`src/rtl/huff_pkg.sv`:
```
`timescale 1ns / 1ps
// ----------------------------------------------------------------------------
// huff_pkg
// Shared types and defaults for the Huffman code builder.
// ----------------------------------------------------------------------------
package huff_pkg;

    localparam int DEF_MAX_SYMBOLS = 32;
    localparam int DEF_WEIGHT_BITS = 16;

    typedef struct packed {
        logic [7:0]  symbol;
        logic [15:0] weight;
        logic        last_symbol;
    } in_item_t;

    typedef struct packed {
        logic [7:0]  out_symbol;
        logic [30:0] code_bits;
        logic [4:0]  code_length;
        logic        last_code;
        logic        too_many;
    } out_item_t;

    // controller -> datapath
    typedef struct packed {
        logic load;
        logic scan_init;
        logic scan_issue;
        logic merge_a;
        logic merge_b;
        logic emit_init;
        logic walk_rd;
        logic walk_step;
        logic emit;
        logic next_leaf;
    } cmd_t;

    // datapath -> controller
    typedef struct packed {
        logic live_one;
        logic scan_end;
        logic at_root;
        logic last_leaf;
    } status_t;

endpackage

```
`src/rtl/huff_datapath.sv`:
```
`timescale 1ns / 1ps
// ----------------------------------------------------------------------------
// huff_datapath
// Node stores, two-minimum scan, merge writes and leaf-to-root code walk.
// ----------------------------------------------------------------------------
module huff_datapath #(
    parameter int MAX_SYMBOLS = huff_pkg::DEF_MAX_SYMBOLS,
    parameter int WEIGHT_BITS = huff_pkg::DEF_WEIGHT_BITS
) (
    input  logic                clk,
    input  logic                rst_n,
    input  huff_pkg::in_item_t  item,
    input  huff_pkg::cmd_t      cmd,
    output huff_pkg::status_t   status,
    output huff_pkg::out_item_t result,
    output logic                result_valid
);
    import huff_pkg::*;

    localparam int NODE_CAP = 2 * MAX_SYMBOLS - 1;
    localparam int NW       = $clog2(NODE_CAP);
    localparam int NCW      = $clog2(NODE_CAP + 1);
    localparam int LW       = $clog2(MAX_SYMBOLS);
    localparam int LCW      = $clog2(MAX_SYMBOLS + 1);
    localparam int DW       = $clog2(MAX_SYMBOLS);
    localparam int WW       = WEIGHT_BITS + $clog2(MAX_SYMBOLS);
    localparam logic [31:0] WMASK = (32'd1 << WEIGHT_BITS) - 32'd1;

    // memories
    logic [WW-1:0] wt_mem  [NODE_CAP];
    logic [NW-1:0] par_mem [NODE_CAP];
    logic          isr_mem [NODE_CAP];
    logic [7:0]    sym_mem [MAX_SYMBOLS];

    logic [NODE_CAP-1:0] alive_reg;
    logic [LCW-1:0] leaf_count_reg;
    logic [NCW-1:0] node_count_reg;
    logic [LCW-1:0] live_reg;
    logic           overflow_reg;

    logic [NW-1:0]  ptr_reg;
    logic           pend_vld_reg;
    logic [NW-1:0]  pend_idx_reg;
    logic           pend_alive_reg;
    logic [WW-1:0]  wt_rd_reg;

    logic           b1v_reg, b2v_reg;
    logic [NW-1:0]  b1_reg, b2_reg;
    logic [WW-1:0]  w1_reg, w2_reg;

    logic [LW-1:0]  emit_i_reg;
    logic [NW-1:0]  n_reg;
    logic [DW-1:0]  depth_reg;
    logic [30:0]    code_reg;
    logic [NW-1:0]  par_rd_reg;
    logic           isr_rd_reg;
    logic [7:0]     sym_rd_reg;

    out_item_t      result_reg;
    logic           result_valid_reg;

    logic           has_room;
    logic [LCW-1:0] lc_after;
    logic [LW-1:0]  load_idx;
    logic [WW-1:0]  w_in;
    logic [NW-1:0]  new_node;
    logic [NW-1:0]  root;
    logic [6:0]     depth_ext;
    logic           last_leaf;

    assign has_room  = leaf_count_reg < LCW'(MAX_SYMBOLS);
    assign lc_after  = has_room ? leaf_count_reg + LCW'(1) : leaf_count_reg;
    assign load_idx  = leaf_count_reg[LW-1:0];
    assign w_in      = WW'(32'(item.weight) & WMASK);
    assign new_node  = node_count_reg[NW-1:0];
    assign root      = NW'(node_count_reg - NCW'(1));
    assign depth_ext = 7'(depth_reg);
    assign last_leaf = (LCW'(emit_i_reg) + LCW'(1)) == leaf_count_reg;

    assign status.live_one  = live_reg == LCW'(1);
    assign status.scan_end  = (NCW'(ptr_reg) + NCW'(1)) == node_count_reg;
    assign status.at_root   = n_reg == root;
    assign status.last_leaf = last_leaf;

    // weight store: load or merge write, scan read
    always_ff @(posedge clk)
    begin
        if (cmd.load && has_room)
        begin
            wt_mem[NW'(load_idx)] <= w_in;
        end
        else if (cmd.merge_a)
        begin
            wt_mem[new_node] <= w1_reg + w2_reg;
        end
        if (cmd.scan_issue)
        begin
            wt_rd_reg <= wt_mem[ptr_reg];
        end
    end

    // parent / branch store
    always_ff @(posedge clk)
    begin
        if (cmd.merge_a)
        begin
            par_mem[b1_reg] <= new_node;
            isr_mem[b1_reg] <= 1'b0;
        end
        else if (cmd.merge_b)
        begin
            par_mem[b2_reg] <= new_node;
            isr_mem[b2_reg] <= 1'b1;
        end
        if (cmd.walk_rd)
        begin
            par_rd_reg <= par_mem[n_reg];
            isr_rd_reg <= isr_mem[n_reg];
        end
    end

    // leaf symbol store
    always_ff @(posedge clk)
    begin
        if (cmd.load && has_room)
        begin
            sym_mem[load_idx] <= item.symbol;
        end
        if (cmd.emit_init)
        begin
            sym_rd_reg <= sym_mem[emit_i_reg];
        end
    end

    // control state
    always_ff @(posedge clk or negedge rst_n)
    begin
        if (!rst_n)
        begin
            alive_reg        <= '0;
            leaf_count_reg   <= '0;
            node_count_reg   <= '0;
            live_reg         <= '0;
            overflow_reg     <= 1'b0;
            ptr_reg          <= '0;
            pend_vld_reg     <= 1'b0;
            b1v_reg          <= 1'b0;
            b2v_reg          <= 1'b0;
            emit_i_reg       <= '0;
            result_valid_reg <= 1'b0;
        end
        else
        begin
            pend_vld_reg     <= cmd.scan_issue;
            result_valid_reg <= cmd.emit;

            if (cmd.load)
            begin
                if (has_room)
                begin
                    alive_reg[NW'(load_idx)] <= 1'b1;
                    leaf_count_reg <= lc_after;
                end
                else
                begin
                    overflow_reg <= 1'b1;
                end
                if (item.last_symbol)
                begin
                    node_count_reg <= NCW'(lc_after);
                    live_reg       <= lc_after;
                    emit_i_reg     <= '0;
                end
            end

            if (cmd.scan_init)
            begin
                ptr_reg <= '0;
                b1v_reg <= 1'b0;
                b2v_reg <= 1'b0;
            end
            else
            begin
                if (cmd.scan_issue)
                begin
                    ptr_reg <= ptr_reg + NW'(1);
                end
                // ascending scan with strict compare keeps the lower index on ties
                if (pend_vld_reg && pend_alive_reg)
                begin
                    if (!b1v_reg || wt_rd_reg < w1_reg)
                    begin
                        b2v_reg <= b1v_reg;
                        b1v_reg <= 1'b1;
                    end
                    else if (!b2v_reg || wt_rd_reg < w2_reg)
                    begin
                        b2v_reg <= 1'b1;
                    end
                end
            end

            if (cmd.merge_a)
            begin
                alive_reg[b1_reg]   <= 1'b0;
                alive_reg[b2_reg]   <= 1'b0;
                alive_reg[new_node] <= 1'b1;
            end
            if (cmd.merge_b)
            begin
                node_count_reg <= node_count_reg + NCW'(1);
                live_reg       <= live_reg - LCW'(1);
            end

            if (cmd.next_leaf)
            begin
                if (last_leaf)
                begin
                    leaf_count_reg <= '0;
                    node_count_reg <= '0;
                    overflow_reg   <= 1'b0;
                end
                else
                begin
                    emit_i_reg <= emit_i_reg + LW'(1);
                end
            end
        end
    end

    // scan payload
    always_ff @(posedge clk)
    begin
        pend_idx_reg   <= ptr_reg;
        pend_alive_reg <= alive_reg[ptr_reg];
        if (!cmd.scan_init && pend_vld_reg && pend_alive_reg)
        begin
            if (!b1v_reg || wt_rd_reg < w1_reg)
            begin
                b2_reg <= b1_reg;
                w2_reg <= w1_reg;
                b1_reg <= pend_idx_reg;
                w1_reg <= wt_rd_reg;
            end
            else if (!b2v_reg || wt_rd_reg < w2_reg)
            begin
                b2_reg <= pend_idx_reg;
                w2_reg <= wt_rd_reg;
            end
        end
    end

    // code walk
    always_ff @(posedge clk)
    begin
        if (cmd.emit_init)
        begin
            n_reg     <= NW'(emit_i_reg);
            depth_reg <= '0;
            code_reg  <= '0;
        end
        else if (cmd.walk_step)
        begin
            if (isr_rd_reg && depth_ext < 7'd31)
            begin
                code_reg[depth_ext[4:0]] <= 1'b1;
            end
            depth_reg <= depth_reg + DW'(1);
            n_reg     <= par_rd_reg;
        end
        if (cmd.emit)
        begin
            result_reg.out_symbol  <= sym_rd_reg;
            result_reg.code_bits   <= code_reg;
            result_reg.code_length <= (depth_ext > 7'd31) ? 5'd31 : depth_ext[4:0];
            result_reg.last_code   <= last_leaf;
            result_reg.too_many    <= overflow_reg;
        end
    end

    assign result       = result_reg;
    assign result_valid = result_valid_reg;

    a_single_beat: assert property (@(posedge clk) disable iff (!rst_n)
        result_valid_reg |=> !result_valid_reg)
        else $error("result strobe held for two cycles");

    a_merge_has_pair: assert property (@(posedge clk) disable iff (!rst_n)
        cmd.merge_a |-> (b1v_reg && b2v_reg && b1_reg != b2_reg))
        else $error("merge without two distinct live nodes");

    a_scan_needs_two: assert property (@(posedge clk) disable iff (!rst_n)
        cmd.scan_issue |-> (live_reg > LCW'(1)))
        else $error("scan started with fewer than two live nodes");

endmodule

```
`src/rtl/huff_controller.sv`:
```
`timescale 1ns / 1ps
// ----------------------------------------------------------------------------
// huff_controller
// Sequencer for load, merge rounds and code emission.
// ----------------------------------------------------------------------------
module huff_controller (
    input  logic              clk,
    input  logic              rst_n,
    input  logic              start,
    input  logic              last_symbol,
    input  huff_pkg::status_t status,
    output huff_pkg::cmd_t    cmd,
    output logic              busy
);
    import huff_pkg::*;

    typedef enum logic [9:0] {
        S_IDLE      = 10'b0000000001,
        S_CHECK     = 10'b0000000010,
        S_SCAN      = 10'b0000000100,
        S_DRAIN     = 10'b0000001000,
        S_MERGE_A   = 10'b0000010000,
        S_MERGE_B   = 10'b0000100000,
        S_EMIT_INIT = 10'b0001000000,
        S_WALK      = 10'b0010000000,
        S_WAIT      = 10'b0100000000,
        S_OUT       = 10'b1000000000
    } state_t;

    state_t state_reg, state_next;

    always_ff @(posedge clk or negedge rst_n)
    begin
        if (!rst_n)
        begin
            state_reg <= S_IDLE;
        end
        else
        begin
            state_reg <= state_next;
        end
    end

    always_comb
    begin
        state_next = state_reg;
        cmd        = '0;
        busy       = 1'b1;
        case (state_reg)
            S_IDLE:
            begin
                busy = 1'b0;
                if (start)
                begin
                    cmd.load = 1'b1;
                    if (last_symbol)
                    begin
                        state_next = S_CHECK;
                    end
                end
            end
            S_CHECK:
            begin
                if (status.live_one)
                begin
                    state_next = S_EMIT_INIT;
                end
                else
                begin
                    cmd.scan_init = 1'b1;
                    state_next    = S_SCAN;
                end
            end
            S_SCAN:
            begin
                cmd.scan_issue = 1'b1;
                if (status.scan_end)
                begin
                    state_next = S_DRAIN;
                end
            end
            S_DRAIN:
            begin
                state_next = S_MERGE_A;
            end
            S_MERGE_A:
            begin
                cmd.merge_a = 1'b1;
                state_next  = S_MERGE_B;
            end
            S_MERGE_B:
            begin
                cmd.merge_b = 1'b1;
                state_next  = S_CHECK;
            end
            S_EMIT_INIT:
            begin
                cmd.emit_init = 1'b1;
                state_next    = S_WALK;
            end
            S_WALK:
            begin
                if (status.at_root)
                begin
                    cmd.emit   = 1'b1;
                    state_next = S_OUT;
                end
                else
                begin
                    cmd.walk_rd = 1'b1;
                    state_next  = S_WAIT;
                end
            end
            S_WAIT:
            begin
                cmd.walk_step = 1'b1;
                state_next    = S_WALK;
            end
            S_OUT:
            begin
                cmd.next_leaf = 1'b1;
                state_next    = status.last_leaf ? S_IDLE : S_EMIT_INIT;
            end
            default:
            begin
                state_next = S_IDLE;
            end
        endcase
    end

endmodule

```
`src/rtl/huffman_code_builder_unit.sv`:
```
`timescale 1ns / 1ps
// ----------------------------------------------------------------------------
// huffman_code_builder_unit
// Loads (symbol, weight) beats, builds a Huffman tree, emits one code per
// symbol in load order.
// ----------------------------------------------------------------------------
// channel   direction  handshake              payload
// item      in         start && !busy         in_item_t
// result    out        result_valid (1 cycle) out_item_t
//
// Loading takes a new beat whenever busy is low. After the last beat, each
// merge round scans the node store at one read per cycle. Each code is then
// built by a leaf-to-root parent walk, one parent read and one step per level.
// Reset is asynchronous, active low; stores are not cleared.
// The receiver cannot stall; busy holds off new items until the table is out.
// ----------------------------------------------------------------------------
module huffman_code_builder_unit #(
    parameter int MAX_SYMBOLS = huff_pkg::DEF_MAX_SYMBOLS,
    parameter int WEIGHT_BITS = huff_pkg::DEF_WEIGHT_BITS
) (
    input  logic                clk,
    input  logic                rst_n,
    input  logic                start,
    output logic                busy,
    input  huff_pkg::in_item_t  item,
    output logic                result_valid,
    output huff_pkg::out_item_t result
);
    import huff_pkg::*;

    cmd_t    cmd;
    status_t status;

    huff_controller u_ctrl (
        .clk         (clk),
        .rst_n       (rst_n),
        .start       (start),
        .last_symbol (item.last_symbol),
        .status      (status),
        .cmd         (cmd),
        .busy        (busy)
    );

    huff_datapath #(
        .MAX_SYMBOLS (MAX_SYMBOLS),
        .WEIGHT_BITS (WEIGHT_BITS)
    ) u_dp (
        .clk          (clk),
        .rst_n        (rst_n),
        .item         (item),
        .cmd          (cmd),
        .status       (status),
        .result       (result),
        .result_valid (result_valid)
    );

endmodule

```
`config.mk`:
```
export PLATFORM = sky130hd
export DESIGN_NAME = huffman_code_builder_unit
export DESIGN_NICKNAME = d
export VERILOG_FILES = /design/src/rtl/huff_pkg.sv /design/src/rtl/huff_datapath.sv /design/src/rtl/huff_controller.sv /design/src/rtl/huffman_code_builder_unit.sv
export SDC_FILE = /design/constraint.sdc
export NUM_CORES = 2
export LEC_CHECK = 0
export BUFFER_PORTS_ARGS = -buffer_cell sky130_fd_sc_hd__buf_4
export CAP_MARGIN = 25
export CORE_UTILIZATION = 36
export CTS_CLUSTER_DIAMETER = 150
export DETAILED_ROUTE_END_ITERATION = 16
export GPL_TIMING_DRIVEN = 0
export SLEW_MARGIN = 5
export SYNTH_ARGS = -nofsm -noshare
export SYNTH_HDL_FRONTEND = slang
export SYNTH_SLANG_ARGS = --single-unit
```
`constraint.sdc`:
```
create_clock -name clk -period 7.5 [get_ports clk]
set_clock_uncertainty 0.2 [all_clocks]
set_input_delay 1.125 -clock clk [delete_from_list [all_inputs] [get_ports clk]]
set_output_delay 1.125 -clock clk [all_outputs]
set_load 0.02 [all_outputs]
```
== Word level (Yosys, flattened, before mapping) ==
Memory sizes are Yosys's and may differ from the RTL's. A register that Yosys moved wholly into a read port is not among the register bits.
Index checks and enable logic that the tools add are counted.

* Add/sub/neg operators: 9
* Order comparisons: 16
* Equality and inequality tests: 17
* Multiplexer cells: 91
* Bitwise gates (word level): 7
* Reductions and logical operators: 34

{| class="wikitable"
|+ Operators with widths
! cell !! number
|-
| $mux W63 || 3
|-
| $and A63 B63 Y63 || 2
|-
| $mux W6 || 21
|-
| $not A63 Y63 || 2
|-
| $pmux W10 S9 || 1
|-
| $mux W21 || 3
|-
| $or A63 B32 Y63 || 1
|-
| $or A63 B63 Y63 || 1
|-
| $mux W1 || 45
|-
| $lt A21 B21 Y1 || 2
|-
| $mux W10 || 4
|-
| $or A31 B31 Y31 || 1
|-
| $mux W5 || 6
|-
| $lt A6 B7 Y1 const B || 4
|-
| $add A21 B21 Y21 || 1
|-
| $reduce_or A21 Y1 || 1
|-
| $add A6 B1 Y6 const B || 3
|-
| $demux W1 S6 || 3
|-
| $eq A6 B6 Y1 || 3
|-
| $ge A6 B1 Y1 const B || 3
|-
| $mux W7 || 2
|-
| $reduce_bool A2 Y1 || 7
|-
| $reduce_and A2 Y1 || 6
|-
| $sub A6 B1 Y6 const B || 2
|-
| 30 further kinds || 47
|}

* Bits in registers: 256
* RAM bits: 2020
* Output and inout bits: 48
* Memories: 4

{| class="wikitable"
|+ Memories
! memory !! words !! width !! read ports !! clocked after memory_dff !! write ports !! RTL line !! RTL
|-
| u_dp.wt_mem || 63 || 21 || 1 || 1 || 1 || huff_datapath.sv:30 || <nowiki>logic [WW-1:0] wt_mem [NODE_CAP];</nowiki>
|-
| u_dp.par_mem || 63 || 6 || 1 || 1 || 1 || huff_datapath.sv:31 || <nowiki>logic [NW-1:0] par_mem [NODE_CAP];</nowiki>
|-
| u_dp.sym_mem || 32 || 8 || 1 || 1 || 1 || huff_datapath.sv:33 || <nowiki>logic [7:0] sym_mem [MAX_SYMBOLS];</nowiki>
|-
| u_dp.isr_mem || 63 || 1 || 1 || 1 || 1 || huff_datapath.sv:32 || <nowiki>logic isr_mem [NODE_CAP];</nowiki>
|}

== Logic depth before layout (Yosys ltp) ==
* Depth after elaboration: 11
* Depth in mapped cells: 11
* Mapped depth without buffers: 10

== Modules after synthesis ==
Synthesis repeated with hierarchy kept, for this count alone.

* Cells, all modules: 4802
* Area, all modules: 92892.8 um^2

{| class="wikitable"
|+ Modules (own cells, without submodules)
! module !! times used !! cells an instance !! area an instance (um^2)
|-
| huff_datapath || 1 || 4733 || 92238.5
|-
| huff_controller || 1 || 69 || 654.4
|}

== Worst setup path after synthesis ==
Ideal clock, no wire load.

* Kind: reg2reg
* From: register u_dp.w2_reg[0]
* To: memory u_dp.wt_mem[0][10] in the netlist's numbering, data pin
* Data arrival time: 4692 ps
* Data required time: 6606 ps
* Path slack: 1914 ps
* Stages on the path, launching flop included: 10
* Path through: edfxtp_1 > ha_1 > fa_1 > a211oi_1 > nor2_1 > or4b_2 > nand4_1 > nand2_1 > xnor2_1 > o21ai_0

* Cells in the longest elaborated chain, start to end: 2

{| class="wikitable"
|+ RTL lines
! item !! RTL line !! RTL
|-
| start: declaration || huff_datapath.sv:49 || <nowiki>logic [WW-1:0] w1_reg, w2_reg;</nowiki>
|-
| start signal: assignment || huff_datapath.sv:241 || <nowiki>w2_reg <= w1_reg;</nowiki>
|-
| start signal: assignment || huff_datapath.sv:248 || <nowiki>w2_reg <= wt_rd_reg;</nowiki>
|-
| $add A21 B21 Y21 || huff_datapath.sv:94 || <nowiki>wt_mem[new_node] <= w1_reg + w2_reg;</nowiki>
|-
| $mux W21 (no line) || - ||
|-
| end: declaration || huff_datapath.sv:30 ||
|}

Every way passes these cells.

==> flow_summary.yaml <==
outcome:
  status: "complete, no violations"
placed_design:
  place.detailed.hpwl_microns: 165000
  place_congestion: 0.851
  dp_slack_ps: 2720
  portBuffers: 75
final_layout:
  top_register: "u_dp.wt_mem"
  utilization_pct: 42.1
  nFillCells: 22050
  largest_registers: "u_dp.wt_mem x1323, u_dp.par_mem x378, u_dp.sym_mem x256"
  mostFrequentLayoutCells: "edfxtp_1 (2161), mux4_2 (580), nor2_1 (221), clkbuf_16 (218), clkbuf_1 (178)"
  syn2layout_area_growth_pct: 16.0
  multi_input_area_sq_mm: 0.0233
  finalNetCount: 5259
  register_area_sq_mm: 0.0685
  drive_above_1_share_pct: 25.6
  final_common_cell: "edfxtp_1"
  largest_reg_flops: 1323
timing:
  slew_headroom_pct: 25.9
  post-route-min-period_ps: 4880
  period_share_pct: 65.0
  drv_slew: 0
  fmax_mhz: 205
  worstMarginPinSlew_ps: 1110
  worst_hold_slack_ps: 171
  setup_ws_ps: 2620
  hold_viol_final: 0
  rsz0062_at_grt: "false"
  finalSetupViolCount: 0
critical_path:
  crit_arrival_ps: 5180
  crit_fanout: 10
  startpoint_type: "flip-flop"
  crit_type: "reg -> reg"
  required_ps: 7810
  endpoint_kind: "flip-flop"
power_and_ir_drop:
  cellPowerDensity_mw_per_mm2: 293
  pwr-share-seq_pct: 47.3
  p_switching_uw: 8620
  share_comb_of_total_power_pct: 18.2
  p_total_uw: 31500
  ir_drop_v: 0.000266
  p_sw_share_pct: 27.4
  p_int_uw: 22800
  p_leak_uw: 0.0343
  pwr-share-clk_pct: 34.5
die:
  die_height_microns: 509
  core_sq_mm: 0.255
  die_w_microns: 509
  dieArea_sq_mm: 0.259
  start_util_pct: 36.3
  ioPinCount: 76
  row_count: 185
cts:
  cts_tree: "built"
  postCtsSetupRepairBufs: 0
  cts.path.max_buffers: 3
  cts_buffers: 217
  clkLatencyLatePin_ps: 850
  clock-sinks: 2312
  h-tree-depth: 4
  clk_pin_slew_ps: 70
  cts_root_buf: "clkbuf_16"
route:
  antenna_left: 0
  drtPass1Iterations: 6
  routed_wl_microns: 246000
  drc: 0
  drtIter0Drc: 5383
  post_drt_wl_per_cell_microns: 28.2
  vias: 48578
  vias_per_cell: 5.57
global_routing:
  grt_pass1_wl_microns: 350000
  grtUsageTotal_pct: 18.8
  antenna_found_initial: 5
  grt.overflow.total: 0
  grt_max_degree: 78
  grt_pass1_vias: 48485
synthesis:
  yosysTopAreaCell: "edfxtp_1"
  avgSynthCellArea_sq_um: 19.6
  synth_warnings: 0
  synth_area_leaders: "edfxtp_1 (70%), mux4_2 (14%), dfrtp_1 (2.9%)"
  synthArstFlopShare_pct: 4.63
  postSynthCellCount: 4718
  yosysTopAreaCellShare_pct: 70.1
  seq_area_frac_synth_pct: 74.0
  syn_nets: 4822
  synth_ff_type: "edfxtp_1"
  yosysUniqueCellTypes: 75
  synth_seq_cells: 2312
  mappedNetlistArea_sq_mm: 0.0925
  synth-edff-count: 2161
hold_path:
  worstHoldPathType: "reg -> reg"
run:
  cap_viol_max_count: 0
power groups by stage:
stage                     combinational (uW)  sequential, uW  clock (uW)
after floorplan                         3330           15200           0
after global placement                  5130           15400           0
after detailed placement                5730           15100           0
after CTS                               5740           14900       11000
after global routing                    5990           14900       11400
final                                   5710           14900       10900
synthesized netlist by cell type (26+ instances only):
master / number
o22ai_1: 50
nand2_1: 145
nand3_1: 39
edfxtp_1: 2161
nor2_1: 291
nor2b_1: 34
buf_1: 40
dfxtp_1: 44
dfrtp_1: 106
o21ai_0: 185
clkbuf_1: 120
ha_1: 75
o221ai_1: 34
inv_1: 60
xnor2_1: 35
mux2i_1: 105
mux2_2: 36
nand2b_1: 30
buf_2: 88
nor3_1: 26
a22oi_1: 75
mux4_2: 580
a21oi_1: 95
cells by family after synthesis:
| group | synth area share (%) |
|---|---|
| muxes | 15.7 |
| DFF | 74.0 |
| xor gates and xnor gates | 0.521 |
| and+or+nand+nor | 3.35 |
| AOI/OAI and AO/OA | 3.82 |
| adders and majority gates | 1.04 |
| buffers and inverters | 1.59 |
path summary, 6_finish.rpt:
check | from | slack [ps] | endpoint | cells past startpoint
hold reg to reg | u_dp.ptr_reg[4]$_DFFE_PN0P_ | 170 | u_dp.pend_idx_reg[4]$_DFF_P_ | 0
max in group asynchronous | rst_n | 5790 | u_dp.b1v_reg$_DFFE_PN0P_ | 3
hold / removal | u_dp.ptr_reg[4]$_DFFE_PN0P_ | 170 | u_dp.pend_idx_reg[4]$_DFF_P_ | 0
setup reg to reg | u_dp.ptr_reg[3]$_DFFE_PN0P_ | 2620 | u_dp.wt_rd_reg[10]$_DFFE_PP_ | 8
setup / recovery | u_dp.ptr_reg[3]$_DFFE_PN0P_ | 2620 | u_dp.wt_rd_reg[10]$_DFFE_PP_ | 8
min in group asynchronous | rst_n | 540 | u_dp.result_valid$_DFF_PN0_ | 2
metrics by stage:
step,setup TNS (ps),area [sq um],instances
global route,0,107000,8713
finish,0,107000,8714
global placement,-1430280,97300,8159
detailed placement,0,100000,8291
floorplan,0,92500,4718
CTS,0,107000,8701
cell type report:
type	count	share of cell area, %
multi-input cells	2072	21.7
repair buffers	218	2.77
well taps	3366	3.92
inverters	65	0.227
flip-flops and latches	2312	63.8
clock buffers	285	5.38
clock inverters	124	1.08
diodes	3	0.00699
plain buffers	269	1.15
worst max-delay path, stage by stage, from the launching register on:
cell	delay [ps]
dfrtp_1	390
buf_2	280
buf_2	590
buf_2	500
clkbuf_1	770
clkbuf_1	740
a21oi_1	170
a22oi_1	570
nand2_1	300
per-layer routing:
metal	vias up	routed length (microns)	track usage (%)
li1	20239	-	-
met1	25868	101000	25.7
met2	2072	119000	30.8
met4	2	6380	5.05
met3	397	18600	3.48
met5	-	11	0
repair_timing:
action | CTS | global route
resized for setup | 0 | 0
hold buffers | 1 | 0
endpoints found under the hold margin | 30 | 0
(Power assumes the default switching activity.)
